File: src/rtl/rcf_pkg.sv
package rcf_pkg;

    // lane and source counts
    localparam int LANES = 7;
    localparam int NSRC  = 7;

    // selector code meaning no source, or all lanes for a set press
    localparam logic [2:0] NONE_SEL = 3'd7;

    // fade fraction constants, Q1.16
    localparam logic [16:0] UNITY     = 17'd65536;
    localparam logic [16:0] LOW_EDGE  = 17'd6;
    localparam logic [16:0] HIGH_EDGE = 17'd65530;

    // field layout of the input request data
    localparam int SAMPLE_W = 16;
    localparam int TGT_LSB  = 0;
    localparam int LANE_LSB = 3;
    localparam int CV_LSB   = 6;
    localparam int SRC_LSB  = 22;
    localparam int SRCS_W   = NSRC * SAMPLE_W;
    localparam int IN_W     = 136;
    localparam int OUT_W    = 40;
    localparam int GAINS_W  = NSRC * 8;

    // reciprocal of five, 2^20/5 rounded down, one correction step after it
    localparam logic [17:0] RECIP_5  = 18'd209715;
    localparam int          RECIP_SH = 20;

    // mixer accumulator
    localparam int                        ACC_W     = 60;
    localparam logic signed [ACC_W-1:0] MIX_ROUND = 60'sh00_0080_0000_0000;

    // queue between front and back
    localparam int Q_DEPTH = 2;
    localparam int Q_AW    = $clog2(Q_DEPTH);

    typedef enum logic [1:0] {
        OP_SAMPLE,
        OP_SELECT,
        OP_SET_TOP,
        OP_SET_BOT
    } t_op;

    typedef enum logic [1:0] {
        REG_RANGE,
        REG_SWITCH,
        REG_GGAIN,
        REG_SGAINS
    } t_reg;

    typedef enum logic [1:0] {
        RANGE_UNI5,
        RANGE_BI5,
        RANGE_UNI10,
        RANGE_BI10
    } t_range;

    typedef enum logic [2:0] {
        F_IDLE,
        F_SCALE,
        F_COMMIT,
        F_PICK,
        F_PUSH
    } t_fstate;

    typedef enum logic [1:0] {
        B_IDLE,
        B_PART,
        B_SUM,
        B_DONE
    } t_bstate;

    typedef struct packed {
        t_range             cv_range;
        logic               instant_commit;
        logic [16:0]        mix_gain;
        logic [GAINS_W-1:0] source_gains;
    } t_cfg;

    // one classified sample request, ready for mixing
    typedef struct packed {
        logic [2:0]         lane;
        logic [16:0]        fade;
        logic signed [15:0] s_top;
        logic [7:0]         c_top;
        logic signed [15:0] s_bot;
        logic [7:0]         c_bot;
        logic               top_wait;
        logic               bot_wait;
    } t_job;

    typedef struct packed {
        logic full;
        logic empty;
    } t_qstat;

    typedef struct packed {
        logic [2:0]         lane;
        logic signed [15:0] mixed;
        logic [16:0]        fade;
        logic               top_wait;
        logic               bot_wait;
    } t_res;

endpackage

File: src/rtl/rcf_queue.sv
module rcf_queue import rcf_pkg::*; (
    input  logic   i_clk,
    input  logic   i_rst_n,
    input  logic   i_push,
    input  t_job   i_job,
    input  logic   i_pop,
    output t_job   o_job,
    output t_qstat o_qstat
);

    t_job            r_mem [Q_DEPTH];
    logic [Q_AW-1:0] r_wp;
    logic [Q_AW-1:0] r_rp;
    logic [Q_AW:0]   r_count;

    assign o_job         = r_mem[r_rp];
    assign o_qstat.full  = (r_count == (Q_AW+1)'(Q_DEPTH));
    assign o_qstat.empty = (r_count == '0);

    // pointers and fill level
    always_ff @(posedge i_clk) begin
        if (!i_rst_n) begin
            r_wp    <= '0;
            r_rp    <= '0;
            r_count <= '0;
        end else begin
            if (i_push) begin
                r_mem[r_wp] <= i_job;
                r_wp <= (r_wp == Q_AW'(Q_DEPTH-1)) ? '0 : r_wp + 1'b1;
            end
            if (i_pop) begin
                r_rp <= (r_rp == Q_AW'(Q_DEPTH-1)) ? '0 : r_rp + 1'b1;
            end
            if (i_push && !i_pop)      r_count <= r_count + 1'b1;
            else if (i_pop && !i_push) r_count <= r_count - 1'b1;
        end
    end

    // front never writes a full queue
    a_no_overflow: assert property (@(posedge i_clk) disable iff (!i_rst_n)
        i_push |-> !o_qstat.full)
        else $error("queue written while full");

    // back never reads an empty queue
    a_no_underflow: assert property (@(posedge i_clk) disable iff (!i_rst_n)
        i_pop |-> !o_qstat.empty)
        else $error("queue read while empty");

    // a lone write raises the level by one
    a_count_up: assert property (@(posedge i_clk) disable iff (!i_rst_n)
        (i_push && !i_pop) |=> (r_count == $past(r_count) + 1'b1))
        else $error("queue level not raised by a write");

    // level stays within depth
    a_bound: assert property (@(posedge i_clk) disable iff (!i_rst_n)
        r_count <= (Q_AW+1)'(Q_DEPTH))
        else $error("queue level beyond depth");

endmodule

File: config.mk
export PLATFORM = sky130hd
export DESIGN_NAME = rcf_queue
export DESIGN_NICKNAME = d
export VERILOG_FILES = /design/src/rtl/rcf_pkg.sv /design/src/rtl/rcf_queue.sv
export SDC_FILE = /design/constraint.sdc
export NUM_CORES = 1
export LEC_CHECK = 0
export BUFFER_PORTS_ARGS = -buffer_cell sky130_fd_sc_hd__clkbuf_2
export CAP_MARGIN = 20
export CORE_MARGIN = 2
export CORE_UTILIZATION = 30
export CTS_CLUSTER_SIZE = 20
export DETAILED_ROUTE_END_ITERATION = 8
export GPL_TIMING_DRIVEN = 1
export SLEW_MARGIN = 10
export SYNTH_ARGS = -nofsm -noshare
export SYNTH_HDL_FRONTEND = slang
export SYNTH_SLANG_ARGS = --single-unit
File: constraint.sdc
create_clock -name i_clk -period 8.1 [get_ports i_clk]
set_input_delay 0.405 -clock i_clk [delete_from_list [all_inputs] [get_ports i_clk]]
set_output_delay 0.405 -clock i_clk [all_outputs]
set_load 0.02 [all_outputs]
* Yosys cells after proc, flatten, opt, wreduce, memory -nomap -nowiden
Memory sizes are Yosys's and may differ from the RTL's. A register that Yosys moved wholly into a read port is not among the register bits.
Index checks and enable logic that the tools add are counted.
** Word-level totals
- Flip-flop bits (word level) :: 4
- Latch bits :: 0
- Bits in writable memories :: 140
- ROM bits :: 0
- Input port bits :: 74
- Output and inout port bits :: 72
- Logic and storage cells :: 24
- Memories kept :: 1
** Cells by class
- $add $sub $neg :: 4
- $mul :: 0
- Div/mod/pow operators :: 0
- Magnitude comparators :: 0
- Equality and inequality tests :: 1
- Shifts and indexed selects :: 0
- Muxes and demuxes :: 9
- Bitwise operators :: 0
- Reduce and logical (&&, ||, !) cells :: 6
** Memory list
- r_mem :: depth 2, bits a word 70, rd ports 1, clocked after Yosys merged registers in 1, wr ports 1, RTL line rcf_queue.sv:11 : t_job r_mem [Q_DEPTH];
** Operators by type and width (count)
- 1-bit two-way mux :: 7
- 2-bit two-way mux :: 2
- 1-bit adder, second input constant :: 2
- 2-bit by 1-bit adder with 2-bit output, second input constant :: 1
- 2-bit == test, second input constant :: 1
- 1-bit logical AND :: 2
- 1-bit logical NOT :: 2
- 2-bit logical NOT :: 1
- 2-bit nonzero test :: 1
- 2-bit by 1-bit subtractor with 2-bit output, second input constant :: 1

* Logic depth before layout (Yosys ltp)
Gate-level depths: netlist of run 1.
- Word-level depth :: 4
- Gate-level depth with buffers :: 5
- Gate-level depth less buffers :: 5

* Least setup slack after synthesis of run 1
Ideal clock, no wire load.
- Kind :: input to register
- From :: in i_rst_n
- To :: mem r_mem[0][0] (netlist bit) (enable)
- Library setup time :: 500 ps
- Arrival time :: 3405 ps
- Data required time :: 7600 ps
- Slack :: 4195 ps
- Stages on the path :: 2
- Buffers on the path :: 0
- Path through :: nand2_1 nor2_1
** Between the ends
- Longest elaborated chain between the ends :: 2
** RTL lines
- start: declaration :: RTL line rcf_queue.sv:3 : input logic i_rst_n,
- 1-bit two-way mux :: RTL line rcf_queue.sv:22 : if (!i_rst_n) begin
- 1-bit two-way mux (not written as such) :: RTL line rcf_queue.sv:28 : r_mem[r_wp] <= i_job;
- end: declaration :: RTL line rcf_queue.sv:11
No other way between the ends.

==> impl_metrics.toml, run 1 <==
[setup_path]
crit_arrival_ns = 2.01
slowest_stage = "dfxtp_4"
crit_required_ns = 7.70
max_stage_delay_ns = 0.96
r2r_start = "r_wp$_SDFFE_PN0P_"
worst-setup-path-type = "flop to output port"
endpoint_kind = "output port"
crit_path_max_fanout = 70
cp-start-kind = "flop"
crit_chain = "mux2_2 -> clkbuf_2"
rrSetupSlack_ns = 6.21

[synthesis]
netlist.area_leader.share_pct = 79.83
synth_nets = 316
synth_cell_types = 17
synth_area_um2 = 5266
yosys.area.top_type = "edfxtp_1"
synthCells = 241
synth.area.top_cells = "edfxtp_1, mux2_2, dfxtp_1, buf_4, xor2_1"
synth_area_per_cell_um2 = 21.85
ys_warn_count = 0
ys_ff_latch = 145
ys_seq_area_share_pct = 81.73

[cts]
cts_tree = "yes"
holdBufCountCts = 0
postCtsSetupRepairBufs = 0
cts_max_level = 4
insertion_delay_ns = 0.41
cts.sinks = 145
path_clk_slew_ns = 0.06
cts_buffers = 17
post_cts_resized = 0
clockBufferDepth = 2
cts_root_buf = "clkbuf_16"

[die]
die_h_um = 136.5
start_util_pct = 30.55
core_area_um2 = 17240
die_width_um = 136.5
dieArea_um2 = 18630
fp-row-count = 48
io_pins = 146

[sta]
timing.fmax_ghz = 0.4144
final_hold_viol_count = 0
clock_skew_ns = 0.006935
tns_ns = 0
drv_slew = 0
fin_crit_sh_pct = 29.79
worst_pin_slew_ns = 0.9933
setup_viol = 0
min_period_ns = 2.413
rsz0062_at_grt = "false"
max_slew_margin_pct = 33.78

[pwr]
total_leakage_power_uw = 0.002508
powerDensity_nw_per_um2 = 255.9
p_total_uw = 1732
peakVddDrop_uv = 129.7

[routing]
drc = 0
vias = 2700
ant_nets = 0
routed_via_density = 4.259
drt-initial-drc-count = 94
wl_per_cell_um = 14.92
wl_um = 9461
dr.pass1.iters = 4

[finish]
fillers = 1618
regArea_um2 = 4308
multi_input_area_um2 = 918.4
syn_to_final_growth_pct = 28.53
drive_gt1_share_pct = 60.15
diodes = 0
nets = 473

[placement]
gp_congestion = 0.6815
io_buffers = 145
post-dp-hpwl_um = 6026

[grt]
grt_pass1_vias = 2800
grt_pass1_wl_um = 14050
grt_antenna_before_repair = 0
grt_use_total_pct = 10.29
overflow = 0
grt_max_degree = 71

[worst_hold_path]
holdCritPathClass = "input pin to flop"
worstHoldStart = "i_job[3]"

[outcome]
status = "finished clean"

[job]
maxCapViolations = 0
[cells in the mapped netlist (all sizes together)]
cell and count:
ha 1, and2 4, nand2 1, or3 1, dfxtp 5, xor2 3
buf 8, o21ai 1, mux2 70, xnor2 1, and3 1, and2b 1
edfxtp 140, nor2 2, a21boi 1, inv 1
[through the flow]
| step | util [%] | area, µm² | setup WS, ns | hold slack (ns) | instances |
|---|---|---|---|---|---|
| floorplan | - | 5266 | 4.195 | 0.4662 | 241 |
| CTS | 39.27 | 6769 | 5.608 | 0.1569 | 634 |
| global placement | 36.23 | 6245 | 5.948 | 0.4784 | 604 |
| finish | 39.27 | 6769 | 5.687 | 0.1863 | 634 |
| global route | 39.27 | 6769 | 5.548 | 0.1562 | 634 |
| detailed placement | 36.23 | 6245 | 5.882 | 0.5151 | 604 |
[final cells by class]
class	instances	area share (%)
Multi-Input combinational cell	87	13.57
Clock inverter	12	1.405
Timing Repair Buffer	146	10.83
Tap cell	225	4.159
Clock buffer	18	6.340
Sequential cell	145	63.64
Inverter	1	0.05545
[cell usage in the layout (no fill, tap or decap), types with 3 or more instances in the layout]
master,synthesis,final
and2_1,4,4
clkbuf_16,0,17
clkinvlp_4,0,4
mux2_2,70,70
clkinv_2,0,3
clkbuf_2,0,145
dfxtp_1,5,4
clkinv_1,0,3
edfxtp_1,140,140
xor2_1,3,3
[registers in the layout (all words and copies together) (netlist names), named ones only]
register,flops
r_count,2
r_wp,1
r_mem,140
r_rp,1
[report_power, final]
group	total, µW	leakage [µW]	switching (µW)	internal [µW]
combinational	163	0.000933	91.3	71.8
clock	690	0.000246	277	414
sequential	878	0.00133	21.2	857
total	1730	0.00251	389	1340
[worst paths after layout]
| kind | endpoint | cells after the start |
|---|---|---|
| max | o_job[0] | 2 |
| max reg2reg | r_mem[0][44]$_DFFE_PP_ | 2 |
| min | r_mem[0][3]$_DFFE_PP_ | 1 |
| min reg2reg | r_count[1]$_SDFFE_PN0P_ | 2 |
[metal layers]
layer / global-route usage [%] / vias up / wire length (µm)
li1: - / 1260 / -
met1: 11.51 / 1333 / 3888
met2: 17.47 / 96 / 4865
met3: 3.481 / 11 / 556
met4: 5.208 / 0 / 151
met5: 0 / - / 0
[cells by family after synthesis]
family          Yosys count  share of synthesized area, %
compound gates            2                        0.2375
mux                      70                         14.97
xor+xnor                  4                        0.6654
flops                   145                         81.73
simple gates             10                         1.093
buf+inv                   9                         1.069
fa+ha+maj                 1                        0.2375
[worst max-delay path, delay by kind of cell (launching register included)]
| family | cells | cell delay, ns |
|---|---|---|
| flops | 1 | 0.96 |
| mux | 1 | 0.43 |
| buf+inv | 1 | 0.17 |
Note: power is estimated with default switching activity, not from simulation.
==> run 2: changes to the inputs <==
Settings changed: ABC_AREA set to 1.
Clock period 8.1 ns to 2.1 ns, I/O delays scaled along.
==> run 2 against run 1 <==
  * Flip-flop and latch count unchanged
  * Critical path type unchanged
  * Highest routed layer unchanged
  * Hold slack worse by 0.15 ns
  * Clock skew down 0.00090 ns
  * Via count up 12%
  * Critical path depth up 1
  * Sequential power rose to 3.8 times the previous value
  * First-iteration DRC count up 6.4%
  * Global-route usage up 0.37 points
==> impl_metrics.toml, run 2 <==
[outcome]
status = "finished clean"

[routing]
wl_um = 10290
ant_nets = 0
drt-initial-drc-count = 100
routed_via_density = 4.130
dr.pass1.iters = 6
wl_per_cell_um = 14.05
vias = 3023
drc = 0

[pwr]
powerDensity_nw_per_um2 = 906.8
peakVddDrop_uv = 514.7
p_total_uw = 7196
total_leakage_power_uw = 0.003171

[worst_hold_path]
holdCritPathClass = "input pin to flop"

[setup_path]
endpoint_kind = "output port"
crit_end = "o_job[39]"
cp-start-kind = "flop"
crit_path_max_fanout = 39
crit_arrival_ns = 1.66
worstRegToRegCells = 4
r2r-end = "r_mem[0][42]$_DFFE_PP_"
r2r_start = "r_wp$_SDFFE_PN0P_"
rrSetupSlack_ns = 0.77
crit_required_ns = 2.00
worst-setup-path-type = "flop to output port"

[sta]
final_hold_viol_count = 0
max_slew_margin_pct = 75.29
timing.fmax_ghz = 0.5682
rsz0062_at_grt = "false"
worst_slack_ns = 0.3400
min_period_ns = 1.760
fin_crit_sh_pct = 83.81
worst_pin_slew_ns = 0.3707
setup_viol = 0
drv_slew = 0
clock_skew_ns = 0.006032
finalHoldWorstSlack_ns = 0.03400

[placement]
post-dp-hpwl_um = 6743
io_buffers = 145
place_ws_ns = 0.7558
dp_cells = 629
gp_congestion = 0.6876

[finish]
drive_gt1_share_pct = 51.41
stdcell_count = 732
largest-register = "r_mem"
regArea_um2 = 4309
diodes = 0
final_cell_mix = "clkbuf_2, edfxtp_1, dlygate4sd3_1"
nets = 561
multi_input_area_um2 = 1167
syn_to_final_growth_pct = 40.77
reg_top3 = "r_mem: 140 flops, r_count: 2 flops"
fillers = 1665
largest_register_ff_count = 140
final_common_cell = "clkbuf_2"

[synthesis]
synthTopCellsByCount = "edfxtp_1, mux2_4, inv_1, buf_12"
synth_cell_types = 15
synth_compound_area_share_pct = 0.2663
synth_most_common_cell = "edfxtp_1"
synth-xor-area-share_pct = 0.1553
synthSimpleGateAreaFrac_pct = 1.087
synth.area.top_cells = "edfxtp_1, mux2_4, buf_12, dfxtp_1, inv_1"
synth_fa_ha_area_share_pct = 0.2219
yosys.area.top_type = "edfxtp_1"
synthCells = 252
ys_warn_count = 0
netlist.area_leader.share_pct = 74.57
synth_edf_count = 140
synth_top_family_by_area = "multiplexers"
synthMuxAreaShare_pct = 18.64
synth_nets = 327
synth_area_per_cell_um2 = 22.37
synthFlopType = "edfxtp_1"
async_flop_share_pct = 0
synth_area_um2 = 5638
ys_seq_area_share_pct = 76.34
ys_ff_latch = 145

[cts]
cts_max_level = 4
path_clk_slew_ns = 0.06
post_cts_resized = 0
holdBufCountCts = 72
cts_root_buf = "clkbuf_16"
cts_tree = "yes"
insertion_delay_ns = 0.42
cts.sinks = 145
clockBufferDepth = 2
postCtsSetupRepairBufs = 0
cts_buffers = 17

[die]
core_area_um2 = 18580
start_util_pct = 30.34
die_width_um = 141.1
io_pins = 146
fp-row-count = 50
die_h_um = 141.1
dieArea_um2 = 19910

[grt]
grt_pass1_vias = 3241
grt_antenna_before_repair = 0
grt_max_degree = 45
overflow = 0
grt_pass1_wl_um = 16100
grt_use_total_pct = 10.66

[job]
maxCapViolations = 0
-- run 2: cell types whose count changed in the layout (fill, tap and decap cells not counted), moves of 2 or more --
cell           delta
buf_12            +4
a21oi_1           +2
xor2_1            -3
nor2_1            +4
clkinv_1          -3
dlygate4sd3_1    +72
inv_1             +7
nand2_1           +5
mux2_4           +70
clkinv_4          +2
bufinv_16         +2
and2_1            -4
mux2_2           -70
-- run 2: layout make-up --
| type | instances | area share (%) |
|---|---|---|
| Timing Repair Buffer | 223 | 19.42 |
| Tap cell | 234 | 3.689 |
| Inverter | 9 | 0.4257 |
| Sequential cell | 145 | 54.30 |
| Clock inverter | 13 | 2.050 |
| Multi-Input combinational cell | 90 | 14.71 |
| Clock buffer | 18 | 5.408 |
-- run 2: metal layers --
layer,global-route usage (%),part of all wire [%]
met1,11.90,42
met2,18.04,51
met3,4.586,5.6
met4,4.158,1.1
met5,0,0
-- run 2: cells by family (layout without fill, tap and decap cells) --
kind of cell	after synthesis	after routing
flops	145	145
mux	70	70
buf+inv	17	263
simple gates	15	15
compound gates	3	3
fa+ha+maj	1	1
xor+xnor	1	1
-- run 2: where the power goes --
part | switching [µW] | internal, µW | leakage, µW
logic | 432 | 441 | 0.00156
registers | 34.5 | 3290 | 0.00133
clock network | 1140 | 1860 | 0.000283
total | 1610 | 5590 | 0.00317
-- run 2: per-stage QoR --
stage          area (µm²)  setup TNS, ns  utilization [%]
2_1_floorplan        5658         -26.90                -
3_3_place_gp         6624              0            35.65
3_5_place_dp         6624              0            35.65
4_1_cts              7936              0            42.71
5_1_grt              7936              0            42.71
6_report             7936              0            42.71
-- run 2: worst max-delay path, stage by stage, from the launching register on --
cell and delay, ns:
dfxtp_4 0.42, buf_12 0.29, mux2_4 0.33, clkbuf_2 0.15
-- run 2: how the worst min path moves through the flow --
stage / startpoint / to / cells past startpoint
6_report: i_push / r_wp$_SDFFE_PN0P_ / 4
4_1_cts: i_push / r_wp$_SDFFE_PN0P_ / 4
2_1_floorplan: i_job[0] / r_mem[0][0]$_DFFE_PP_ / 0
5_1_grt: i_push / r_wp$_SDFFE_PN0P_ / 4
3_5_place_dp: i_job[57] / r_mem[0][57]$_DFFE_PP_ / 1
3_3_place_gp: i_job[1] / r_mem[1][1]$_DFFE_PP_ / 1
==> run 3: changes to the inputs <==
Clock period 2.1 ns to 1.43 ns, I/O delays scaled along.
==> run 3 against run 2 <==
  * The flow now finishes with violations (negative setup slack)
  * Via count grew 3.0%
  * Sequential power grew 47%
  * Cell area grew 9.9%
  * Hold slack gained 0.35 ns
  * First-iteration DRC count grew 41%
  * Global-route usage grew 0.52 points
  * Clock skew grew 0.0034 ns
  * Worst setup slack lost 0.55 ns
  * Wire length grew 13%
  * Final cell count grew 2.3%
  * Combinational power grew 96%
  * Highest routed layer unchanged
==> impl_metrics.toml, run 3 (synthesis results as in run 2) <==
[cts]
cts_max_level = 4
cts_root_buf = "clkbuf_16"
insertion_delay_ns = 0.41
cts_buffers = 17
path_clk_slew_ns = 0.06
clockBufferDepth = 2
cts.sinks = 145
cts_tree = "yes"

[finish]
multi_input_area_um2 = 1167
syn_to_final_growth_pct = 54.66
fin_util_pct = 46.93
largest_register_ff_count = 140
drive_gt1_share_pct = 52.43
fillers = 1564
final_common_cell = "edfxtp_1"
nets = 577
regArea_um2 = 4309
diodes = 0
final_area_um2 = 8720
reg_top3 = "r_mem: 140 flops, r_count: 2 flops"
final_cell_mix = "edfxtp_1, clkbuf_2, dlygate4sd3_1"
largest-register = "r_mem"

[setup_path]
max_stage_delay_ns = 0.39
crit_chain = "buf_12 -> clkbuf_16 -> mux2_4 -> buf_6"
cp-start-kind = "flop"
crit_arrival_ns = 1.57
crit_path_max_fanout = 8
r2r_start = "r_wp$_SDFFE_PN0P_"
crit_required_ns = 1.36
worstRegToRegCells = 3
critPathBufInv = 3
slowest_stage = "dfxtp_4"
critPathTopFamily = "buffers and inverters"
worst-setup-path-type = "flop to output port"
endpoint_kind = "output port"
r2r-end = "r_mem[1][20]$_DFFE_PP_"
rrSetupSlack_ns = 0.10

[sta]
setup_viol = 70
max_slew_margin_pct = 74.02
drv_slew = 0
final_hold_viol_count = 0
finalHoldWorstSlack_ns = 0.3879
fin_crit_sh_pct = 114.9
min_period_ns = 1.642
worst_slack_ns = -0.2124
clock_skew_ns = 0.009426
timing.fmax_ghz = 0.6089
worst_pin_slew_ns = 0.3897
rsz0062_at_grt = "true"

[placement]
postPlaceCellArea_um2 = 6684
io_buffers = 145
gp_congestion = 0.6612
post-dp-hpwl_um = 6759

[die]
io_pins = 146
die_width_um = 141.1
dieArea_um2 = 19910
die_h_um = 141.1
core_area_um2 = 18580
start_util_pct = 30.34
fp-row-count = 50

[grt]
grt_pass1_wl_um = 16740
grt_pass1_vias = 3322
overflow = 0
grt_use_total_pct = 11.18
grt_max_degree = 61
grt_antenna_before_repair = 0

[worst_hold_path]
hold_end = "r_mem[0][0]$_DFFE_PP_"
holdCritPathClass = "input pin to flop"
whs_path_depth = 2
worstHoldStart = "i_job[0]"

[job]
maxCapViolations = 0

[routing]
wl_met2_um = 6282
wl_per_cell_um = 15.51
wl_met3_um = 455
highest_layer = "met4"
ant_nets = 0
vias = 3115
wl_met1_um = 4673
drt-initial-drc-count = 141
routed_via_density = 4.159
dr.pass1.iters = 4
wl_um = 11620
drc = 0

[pwr]
p_total_uw = 11580
powerDensity_nw_per_um2 = 1328
total_leakage_power_uw = 0.003471
peakVddDrop_uv = 762.4

[outcome]
status = "finished, violations left"
violations = "negative setup slack"
==> run 3: layout make-up <==
type | count | share of cell area, %
multi-input cells | 90 | 13.39
clock buffers | 22 | 5.324
flip-flops and latches | 145 | 49.42
repair buffers | 239 | 25.77
clock inverters | 10 | 2.353
well taps | 234 | 3.358
inverters | 9 | 0.3874
==> run 3: worst max-delay path by stage <==
stage                      start                endpoint  slack, ns  depth (start not counted)
2_1_floorplan  r_wp$_SDFFE_PN0P_   r_mem[1][0]$_DFFE_PP_      -1.05                          2
3_3_place_gp   r_wp$_SDFFE_PN0P_  r_mem[1][34]$_DFFE_PP_       0.13                          3
3_5_place_dp   r_wp$_SDFFE_PN0P_  r_mem[1][34]$_DFFE_PP_       0.12                          3
4_1_cts                     flop                o_job[2]      -0.25                          3
5_1_grt                     flop               o_job[44]      -0.27                          4
6_report                    flop               o_job[44]      -0.21                          4
==> run 3: where the power goes <==
part | switching, µW | leakage (µW) | internal, µW
clock network | 1640 | 0.000320 | 3360
logic | 737 | 0.00182 | 971
registers | 44.4 | 0.00133 | 4830
==> run 3: metrics by stage <==
step,instances,worst slack [ns],TNS (ns)
floorplan,252,-1.054,-107.85
detailed placement,632,0.1167,0
CTS,737,-0.2458,-15.25
finish,749,-0.2124,-12.22
global placement,632,0.1344,0
global route,749,-0.2674,-16.03
==> run 3: routing by layer <==
metal	up-vias	global-route usage, %
li1	1479	-
met1	1534	11.77
met2	85	20.24
met3	17	3.668
met4	0	5.105
met5	-	0
==> run 3: repair_timing <==
item,in CTS,in global routing
setup buffers,0,4
gates cloned,0,8
setup endpoints to repair,70,70
hold endpoints to repair,145,0
hold buffers,73,0
resized for setup,6,189
